<file path="config.mk">
export PLATFORM = sky130hd
export DESIGN_NAME = insertion_sorter
export DESIGN_NICKNAME = d
export VERILOG_FILES = /design/src/rtl/ins_pkg.sv /design/src/rtl/ins_cell.sv /design/src/rtl/insertion_sorter.sv
export SDC_FILE = /design/constraint.sdc
export NUM_CORES = 2
export LEC_CHECK = 0
export ABC_CLOCK_PERIOD_IN_PS = 7780
export BUFFER_PORTS_ARGS = -buffer_cell sky130_fd_sc_hd__buf_2
export CAP_MARGIN = 20
export CORE_ASPECT_RATIO = 1.2
export CORE_MARGIN = 8
export CORE_UTILIZATION = 50
export CTS_BUF_LIST = sky130_fd_sc_hd__clkbuf_4
export DETAILED_ROUTE_END_ITERATION = 16
export PLACE_DENSITY = 0.78
export SLEW_MARGIN = 15
export SYNTH_ARGS = -nofsm -noshare
export SYNTH_HDL_FRONTEND = slang
export SYNTH_SLANG_ARGS = --single-unit
export TNS_END_PERCENT = 30
</file>
<file path="constraint.sdc">
create_clock -name clk -period 7.78 [get_ports clk]
set_input_delay 1.167 -clock clk [delete_from_list [all_inputs] [get_ports clk]]
set_output_delay 1.167 -clock clk [all_outputs]
set_load 0.1 [all_outputs]
</file>
<file path="src/rtl/ins_pkg.sv">
// Shared types and defaults for the insertion sorter.
`timescale 1ns / 1ps
`default_nettype none

package ins_pkg;

	localparam int CAPACITY_DEF    = 16;
	localparam int VALUE_WIDTH_DEF = 32;

	// Register byte addresses
	localparam logic [2:0] REG_DESCENDING = 3'd0;

	// Controller states, one-hot
	typedef enum logic [1:0] {
		ST_LOAD  = 2'b01,
		ST_DRAIN = 2'b10
	} state_t;

	// Per-cycle command broadcast to every cell
	typedef struct packed {
		logic insert;     // insert the broadcast key this cycle
		logic shift_out;  // move every entry one cell toward the head
		logic descending; // order used by the comparison
	} cell_ctl_t;

endpackage

`default_nettype wire

</file>
<file path="src/rtl/ins_cell.sv">
// One compare-and-shift cell of the sorting chain.
`timescale 1ns / 1ps
`default_nettype none

module ins_cell
	import ins_pkg::*;
#(
	parameter int VALUE_WIDTH = VALUE_WIDTH_DEF
) (
	input  wire                           clk,
	input  wire cell_ctl_t                ctl,
	input  wire logic signed [VALUE_WIDTH-1:0] key,
	input  wire logic signed [VALUE_WIDTH-1:0] left_value,
	input  wire                           left_after,
	input  wire logic signed [VALUE_WIDTH-1:0] right_value,
	input  wire                           right_after,
	input  wire                           occupied,
	output logic signed [VALUE_WIDTH-1:0] value_q,
	output logic                          after
);

	// Flag whether this entry moves right for the new key: an empty cell always does,
	// an occupied one only if it goes after the key and every entry to its right moves
	always_comb begin
		if (!occupied) begin
			after = 1'b1;
		end else if (ctl.descending) begin
			after = (value_q < key) && right_after;
		end else begin
			after = (value_q > key) && right_after;
		end
	end

	// Take the key or the left neighbor on insert, the right neighbor on drain
	always_ff @(posedge clk) begin
		if (ctl.insert) begin
			if (after) begin
				value_q <= left_after ? left_value : key;
			end
		end else if (ctl.shift_out) begin
			value_q <= right_value;
		end
	end

endmodule

`default_nettype wire

</file>
<file path="src/rtl/insertion_sorter.sv">
// Top level of the stable insertion sorter: cell chain, controller and register port.
`timescale 1ns / 1ps
`default_nettype none

// Stable insertion sorter. Words arrive on the slave stream and are inserted, one
// word per cycle, into a chain of CAPACITY compare-and-shift cells; every cell
// compares its entry with the broadcast key and moves right in the same cycle, so
// loading runs at one word per clock. The word with tlast set is inserted as well
// and starts the drain: the chain shifts toward cell 0 once per accepted output
// word, giving n result words for a set of n entries, and the slave
// side is stalled during the drain. Equal values keep arrival order. Words that
// arrive while the chain is full are dropped and reported on m_tuser for every
// word of that set. Register descending (address 0, bit 0) selects descending
// order; the user writes it only while the block is idle (not enforced).
module insertion_sorter
	import ins_pkg::*;
#(
	parameter int CAPACITY    = CAPACITY_DEF,
	parameter int VALUE_WIDTH = VALUE_WIDTH_DEF
) (
	input  wire                          clk,
	input  wire                          arst_n,
	// slave stream
	input  wire                          s_tvalid,
	output logic                         s_tready,
	input  wire  [((VALUE_WIDTH+7)/8)*8-1:0] s_tdata, // value
	input  wire                          s_tlast,     // last_in
	// master stream
	output logic                         m_tvalid,
	input  wire                          m_tready,
	output logic [((VALUE_WIDTH+7)/8)*8-1:0] m_tdata, // sorted_value
	output logic                         m_tlast,     // last_out
	output logic                         m_tuser,     // overflowed
	// configuration
	input  wire                          psel,
	input  wire                          penable,
	input  wire                          pwrite,
	input  wire  [2:0]                   paddr,
	input  wire  [31:0]                  pwdata,
	output logic [31:0]                  prdata,
	output logic                         pready
);

	localparam int TDATA_W = ((VALUE_WIDTH + 7) / 8) * 8;
	localparam int FILL_W  = $clog2(CAPACITY + 1);
	localparam logic [FILL_W-1:0] FULL = FILL_W'(CAPACITY);

	state_t                   state_q;
	logic [FILL_W-1:0]        fill_q;
	logic                     drop_q;
	logic                     descending_q;
	cell_ctl_t                ctl;
	logic                     in_acc;
	logic                     out_acc;
	logic                     full;
	logic signed [VALUE_WIDTH-1:0] key;

	logic signed [VALUE_WIDTH-1:0] cell_value [CAPACITY];
	logic                          cell_after [CAPACITY];
	logic signed [VALUE_WIDTH-1:0] left_value [CAPACITY];
	logic                          left_after [CAPACITY];
	logic signed [VALUE_WIDTH-1:0] right_value [CAPACITY];
	logic                          right_after [CAPACITY];
	logic                          occupied [CAPACITY];

	// Register port: always ready, single register read at address 0, written at 0 to 3
	assign pready = 1'b1;
	always_comb begin
		prdata = 32'd0;
		if (paddr == REG_DESCENDING) begin
			prdata = {31'd0, descending_q};
		end
	end

	always_ff @(posedge clk or negedge arst_n) begin
		if (!arst_n) begin
			descending_q <= 1'b0;
		end else if (psel && penable && pwrite && pready && paddr[2] == REG_DESCENDING[2]) begin
			descending_q <= pwdata[0];
		end
	end

	// Handshakes
	assign full     = (fill_q == FULL);
	assign s_tready = (state_q == ST_LOAD);
	assign in_acc   = s_tvalid && s_tready;
	assign m_tvalid = (state_q == ST_DRAIN);
	assign out_acc  = m_tvalid && m_tready;
	assign key      = $signed(s_tdata[VALUE_WIDTH-1:0]);

	// Broadcast command to the chain
	always_comb begin
		ctl.insert     = in_acc && !full;
		ctl.shift_out  = out_acc;
		ctl.descending = descending_q;
	end

	// Controller: fill count, drop flag, load and drain
	always_ff @(posedge clk or negedge arst_n) begin
		if (!arst_n) begin
			state_q <= ST_LOAD;
			fill_q  <= '0;
			drop_q  <= 1'b0;
		end else begin
			case (state_q)
				ST_LOAD: begin
					if (in_acc) begin
						if (full) begin
							drop_q <= 1'b1;
						end else begin
							fill_q <= fill_q + 1'b1;
						end
						if (s_tlast) begin
							state_q <= ST_DRAIN;
						end
					end
				end
				ST_DRAIN: begin
					if (out_acc) begin
						fill_q <= fill_q - 1'b1;
						if (fill_q == FILL_W'(1)) begin
							drop_q  <= 1'b0;
							state_q <= ST_LOAD;
						end
					end
				end
				default: begin
					state_q <= ST_LOAD;
				end
			endcase
		end
	end

	// Chain of cells
	for (genvar i = 0; i < CAPACITY; i++) begin : g_cell
		assign occupied[i] = (FILL_W'(i) < fill_q);
		if (i == 0) begin : g_head
			assign left_value[i] = key;
			assign left_after[i] = 1'b0;
		end else begin : g_body
			assign left_value[i] = cell_value[i-1];
			assign left_after[i] = cell_after[i-1];
		end
		if (i == CAPACITY - 1) begin : g_tail
			assign right_value[i] = cell_value[i];
			assign right_after[i] = 1'b1;
		end else begin : g_next
			assign right_value[i] = cell_value[i+1];
			assign right_after[i] = cell_after[i+1];
		end

		ins_cell #(
			.VALUE_WIDTH(VALUE_WIDTH)
		) u_cell (
			.clk        (clk),
			.ctl        (ctl),
			.key        (key),
			.left_value (left_value[i]),
			.left_after (left_after[i]),
			.right_value(right_value[i]),
			.right_after(right_after[i]),
			.occupied   (occupied[i]),
			.value_q    (cell_value[i]),
			.after      (cell_after[i])
		);
	end

	// Output word comes from the head cell
	assign m_tdata = TDATA_W'($unsigned(cell_value[0]));
	assign m_tlast = (fill_q == FILL_W'(1));
	assign m_tuser = drop_q;

	// Checks
	a_fill_bound: assert property (@(posedge clk) disable iff (!arst_n)
		fill_q <= FULL)
		else $error("fill count beyond capacity");

	a_drain_nonempty: assert property (@(posedge clk) disable iff (!arst_n)
		m_tvalid |-> (fill_q != '0))
		else $error("drain with empty chain");

	a_insert_count: assert property (@(posedge clk) disable iff (!arst_n)
		(in_acc && !full) |=> (fill_q == $past(fill_q) + 1'b1))
		else $error("insert did not advance fill count");

	a_drain_done: assert property (@(posedge clk) disable iff (!arst_n)
		(out_acc && m_tlast) |=> (state_q == ST_LOAD && !drop_q && fill_q == '0))
		else $error("set end did not return to load");

endmodule

`default_nettype wire
</file>
Yosys cells after proc, flatten, opt, wreduce, memory -nomap -nowiden
Cells that the tools add are included.

operators by class
  add/subtract/negate cells = 2
  $lt $le $gt $ge = 48
  equal/unequal tests = 25
  muxes and demuxes = 107
  bitwise operators = 1
  reduce and logical (&&, ||, !) cells = 59

operators by type and width
  operator                                                   count
  two-way mux 32 bit                                         60
  greater-than comparator 32 bit                             16
  less-than comparator 32 bit                                16
  less-than comparator 4 x 5 -> 1 bit, first input constant  8
  inequality test 2 x 1 -> 1 bit, second input constant      20
  two-way mux 1 bit                                          37
  logical AND 1 bit                                          36
  AND reduction 2 bit                                        16
  less-than comparator 3 x 5 -> 1 bit, first input constant  4
  two-way mux 5 bit                                          3
  less-than comparator 1 x 5 -> 1 bit, first input constant  2
  less-than comparator 2 x 5 -> 1 bit, first input constant  2
  one-hot mux 5 bit (2 select lines)                         1
  two-way mux 2 bit                                          4
  AND reduction 4 bit                                        2
  adder 5 x 1 -> 5 bit, second input constant                1
  == test 5 x 1 -> 1 bit, second input constant              1
  == test 5 bit, second input constant                       1
  AND reduction 5 bit                                        1
  subtractor 5 x 1 -> 5 bit, second input constant           1
  one-hot mux 2 bit (2 select lines)                         1
  nonzero test 2 bit                                         2
  logical NOT 3 bit                                          1
  == test 2 x 1 -> 1 bit, second input constant              1
  5 further kinds                                            5

storage, ports and cells
  flip-flop bits (word level) = 521
  input port bits = 75
  word-level logic and storage cells = 262

Depth between registers and ports, before layout
  depth after elaboration = 51
  depth in mapped cells = 17
  mapped depth without buffers = 14

Modules after synthesis
Synthesis repeated with hierarchy kept, for this count alone.

unflattened totals
  cells, all modules = 4259
  area total of the unflattened synthesis = 40556.4 um2

modules (own cells, without submodules)
  module            times used  cells each  area an instance (um2)  sequential area each (um2)
  ins_cell          16          259         2473.6                  960.9
  insertion_sorter  1           115         978.4                   226.5

Worst setup path before layout
Ideal clock, no wire load.

  kind = input port to flip-flop
  start point = in s_tdata[25]
  end point = reg g_cell[6].u_cell.value_q[0], enable pin
  data arrival time = 6625 ps
  data required time = 7314 ps
  setup slack = 689 ps
  stages = 14
  buffers on the path = 1
  cells stage by stage = inv_1 -> ha_1 -> a211oi_1 -> o21ai_1 -> a211oi_1 -> nand2_1 -> or4b_2 -> nand3_1 -> o311ai_1 -> nand4bb_4 -> a21oi_2 -> a21oi_4 -> buf_4 -> o21ai_0

between the ends
  cells in the longest elaborated chain, start to end = 32
  elaborated cells on any way between the ends = 60
  those cells by class = 20 x order compare; 1 x eq/ne; 20 x mux; 19 x reduce/logical

ends and longest elaborated chain
  item                                                                                  line                            text
  start: declaration                                                                    insertion_sorter.sv:26          input wire [((VALUE_WIDTH+7)/8)*8-1:0] s_tdata,
  greater-than comparator 32 bit / less-than comparator 32 bit (equally long branches)  ins_cell.sv:30, ins_cell.sv:28
  two-way mux 1 bit                                                                     ins_cell.sv:27                  end else if (ctl.descending) begin
  two-way mux 1 bit                                                                     ins_cell.sv:25                  if (!occupied) begin
  logical AND 1 bit (on tied branches)                                                  ins_cell.sv:30, ins_cell.sv:28
  two-way mux 1 bit                                                                     ins_cell.sv:27
  two-way mux 1 bit                                                                     ins_cell.sv:25
  logical AND 1 bit (on tied branches)                                                  ins_cell.sv:30, ins_cell.sv:28
  two-way mux 1 bit                                                                     ins_cell.sv:27
  [16 not listed]                                                                       --
  logical AND 1 bit (on tied branches)                                                  ins_cell.sv:30, ins_cell.sv:28
  two-way mux 1 bit                                                                     ins_cell.sv:27
  two-way mux 1 bit                                                                     ins_cell.sv:25
  logical AND 1 bit (on tied branches)                                                  ins_cell.sv:30, ins_cell.sv:28
  two-way mux 1 bit (*)                                                                 ins_cell.sv:27
  two-way mux 1 bit (*)                                                                 ins_cell.sv:25
  inequality test 2 x 1 -> 1 bit (no line) (*)                                          --
  AND reduction 2 bit (no line) (*)                                                     --
  end signal: assignment                                                                ins_cell.sv:38                  value_q <= left_after ? left_value : key;
  end signal: assignment                                                                ins_cell.sv:41                  value_q <= right_value;
  end: declaration                                                                      ins_cell.sv:18                  output logic signed [VALUE_WIDTH-1:0] value_q,

Mark *: on every way between the ends. The rest lies on a longest branch, timed or not.
A chain may end at the register's enable or synchronous reset.

Worst setup path after layout
  start point = in s_tdata[26]
  end point = reg g_cell[2].u_cell.value_q[28], data pin

between the ends
  cells in the longest elaborated chain, start to end = 48
  elaborated cells on any way between the ends = 91
  those cells by class = 30 x order compare; 33 x mux; 28 x reduce/logical

ends and longest elaborated chain
  item                                                                                  line                            text
  greater-than comparator 32 bit / less-than comparator 32 bit (equally long branches)  ins_cell.sv:30, ins_cell.sv:28
  two-way mux 1 bit                                                                     ins_cell.sv:27
  two-way mux 1 bit                                                                     ins_cell.sv:25
  logical AND 1 bit (on tied branches)                                                  ins_cell.sv:30, ins_cell.sv:28
  two-way mux 1 bit                                                                     ins_cell.sv:27
  two-way mux 1 bit                                                                     ins_cell.sv:25
  logical AND 1 bit (on tied branches)                                                  ins_cell.sv:30, ins_cell.sv:28
  two-way mux 1 bit                                                                     ins_cell.sv:27
  [32 not listed]                                                                       --
  two-way mux 1 bit                                                                     ins_cell.sv:27
  two-way mux 1 bit                                                                     ins_cell.sv:25
  logical AND 1 bit (on tied branches)                                                  ins_cell.sv:30, ins_cell.sv:28
  two-way mux 1 bit (*)                                                                 ins_cell.sv:27
  two-way mux 1 bit (*)                                                                 ins_cell.sv:25
  two-way mux 32 bit (*)                                                                ins_cell.sv:38
  two-way mux 32 bit (*)                                                                ins_cell.sv:37                  if (after) begin
  two-way mux 32 bit (*)                                                                ins_cell.sv:36                  if (ctl.insert) begin
  end signal: assignment                                                                ins_cell.sv:38
  end signal: assignment                                                                ins_cell.sv:41
  end: declaration                                                                      ins_cell.sv:18

Mark *: on every way between the ends. The rest lies on a longest branch, timed or not. The select of a mux whose other input is x is not followed.

==> results_dict.tcl <==
set metrics [dict create \
    status "completed" \
    total_power_mw 12.18 \
    path_depth 18 \
    place_ws_ps 934.5 \
    io_buffers 80 \
    core_area_um2 76390 \
    final-setup-viol-count 0 \
    grt_max_degree 238 \
    startpoint_type "input port" \
    reg2reg_slack_ps 2530 \
    required_ps 8410 \
    pwr-share-seq_pct 36.5 \
    rsz0062_at_grt "no" \
    cts_hold_buf 0 \
    fin_ws_ps 1749 \
    gp_congestion 0.9139 \
    cap_violations 0 \
    instances_no_fill 5099 \
    io_pins 144 \
    cts.sinks 521 \
    antenna_found_initial 7 \
    track_usage_pct 24.10 \
    comb_power_share_pct 43.7 \
    fill_cells 6689 \
    worstSetupEndpoint "g_cell[2].u_cell.value_q[28]" \
    multiInputGateArea_um2 21560 \
    fin_nets 4573 \
    synth_edf_count 512 \
    p_leak_nw 17.97 \
    cts-root-buf "clkbuf_4" \
    critPathCaptureType "flip-flop" \
    cts_buffers 136 \
    critPathTopFamily "buffers and inverters" \
    crit_arrival_ps 6660 \
    crit_type "input port to flip-flop" \
    power.density_nw_per_um2 293.6 \
    rows 111 \
    dpl.cell_count 4859 \
    ys.flop_type "edfxtp_1" \
    drc 0 \
    reg2regPathDepth 15 \
    final_cell_area_um2 41470 \
    drt-total-wl_um 107400 \
    die_h_um 320.4 \
    peakVddDrop_mv 0.4183 \
    cts_setup_buffers 0 \
    ff_latch_area_um2 15600 \
    drtPass1Iterations 5 \
    dpl.hpwl_um 82330 \
    detail_route.wl_per_cell_um 21.06 \
    synth_area_leaders "edfxtp_1, ha_1, mux2i_1, nand2_1, o21ai_0" \
    synth_area_um2 38610 \
    cp_cell_sequence "buf_2, inv_1, buf_4, ha_1, nand4_1, or3_1, nor4_1, buf_4, o41ai_1, a32oi_1, mux2i_1, inv_1, o211ai_1, a21oi_4, o21ai_4, buf_4, mux2i_1, o21ai_1" \
    cts_tree "done" \
    initial_core_util_pct 50.54 \
    dieArea_um2 86400 \
    synthArstFlopShare_pct 1.727 \
    fin_crit_sh_pct 77.52 \
    clkTransAtPathRegs_ps 70 \
    cts_resized 0 \
    intPower_mw 7.189 \
    slew_viol_final 0 \
    synth.distinct_cells 84 \
    path_buf_inv 6 \
    dr.first_iter.drc_count 2665 \
    p_sw_mw 4.987 \
    p_sw_share_pct 40.96 \
    htreeDepth 4 \
    max_freq_mhz 165.8 \
    synth_area_leader_cell "edfxtp_1" \
    placed_area_um2 39740 \
    via_per_inst 6.119 \
    setup_tns_ps 0 \
    synth-seq-area-share_pct 40.41 \
    max_stage_delay_ps 680 \
    r2r_end "g_cell[2].u_cell.value_q[28]" \
    synthTopCellsByCount "nand2_1, ha_1, edfxtp_1" \
    clockBufferDepth 3 \
    grt_overflow_total 0 \
    drive_above_1_share_pct 10.85 \
    synth_top_area_share_pct 39.82 \
    drtAntennaViolNets 0 \
    postSynthRegisterBits 521 \
    synthToLayoutAreaGrowth_pct 7.425 \
    worstMarginPinSlew_ps 1097 \
    vias 31200 \
    relSlewSlack_pct 26.62 \
    cp_max_fo 18 \
    cpMostUsedCell "buf_4" \
    syn_inst 3941 \
    ys.warnings.count 0 \
    crit_start "s_tdata[26]" \
    clock_skew_ps 62.98 \
    rr_startpoint "g_cell[3].u_cell.value_q[28]" \
    grt_pass1_wl_um 169600 \
    clkPwrFrac_pct 19.8 \
    die_w_um 269.7 \
    worstHoldPathType "input port to async pin" \
    clk_latency_ps 940 \
    slowest_stage "nor4_1" \
    grt_pass1_vias 31910 \
    syn_avg_cell_area_um2 9.796 \
    fin_crit_ps 6031 \
    hold_viol 0 \
    yosysMostFrequentCell "nand2_1" \
]
layout by cell type (no fill, tap or decap), types with 88 or more instances in the layout:
master      n
nand3_1    90
edfxtp_1  512
o21ai_1   264
mux2i_1   333
a21oi_1   245
nand2_1   552
clkbuf_4  194
inv_1      88
nor2_1    197
ha_1      515
o21ai_0   298
registers in the layout, indices dropped and copies added, names as in the netlist:
name and cells:
g_cell.u_cell.value_q 512, m_tuser 1, descending_q 1, state_q 2
fill_q 5
how the worst min path moves through the flow:
stage	endpoint	from	slack, ps
floorplan	g_cell[13].u_cell.value_q[0]	g_cell[14].u_cell.value_q[0]	520
global placement	m_tuser	m_tuser	520
detailed placement	m_tuser	m_tuser	530
CTS	fill_q[4]	arst_n	100
global route	fill_q[4]	arst_n	150
finish	fill_q[4]	arst_n	160
layout make-up:
type                    instances  share of cell area, %
well taps                    1017                  3.068
flip-flops and latches        521                  37.62
clock inverters                34                 0.4405
diodes                          9                0.05431
repair buffers                155                  2.522
multi-input cells            3081                  51.99
inverters                      88                 0.7965
clock buffers                 194                  3.512
logic make-up after synthesis:
group | synth area share [%]
AO/OA/AOI/OAI | 15.98
XOR/XNOR | 0.1361
adder cells (fa/ha/maj) | 16.69
buffers and inverters | 4.547
flip-flops | 40.41
multiplexers | 9.655
other | 0.01945
AND/OR/NAND/NOR | 12.56
per-stage QoR:
stage,utilization [%],hold slack [ps]
6_report,54.29,164.2
5_1_grt,54.29,147.8
4_1_cts,54.18,100.1
3_5_place_dp,52.03,527.1
3_3_place_gp,52.03,519.2
2_1_floorplan,-,521.9
routing by layer:
metal	share of wire (%)	track usage (%)
met5	0	0
met3	5.4	3.216
met1	38	27.17
met4	7.6	17.30
met2	49	41.89
worst register-to-register path, stage by stage (launching register included):
cell      delay, ps
edfxtp_1        430
ha_1            320
nand4_1         120
or3_1           430
nor4_1          680
buf_4           250
o41ai_1         180
a32oi_1         470
mux2i_1         300
inv_1            90
o211ai_1        140
a21oi_4         120
o21ai_4         680
buf_4           430
mux2i_1         270
o21ai_1          70
power by group through the flow:
stage	registers [mW]	logic (mW)	clock network, mW
global placement	4.47	5.00	0
finish	4.45	5.32	2.41
global route	4.50	5.85	2.55
detailed placement	4.50	5.21	0
CTS	4.44	5.23	2.43
floorplan	4.35	4.09	0
Note: power is estimated with default switching activity, not from simulation.
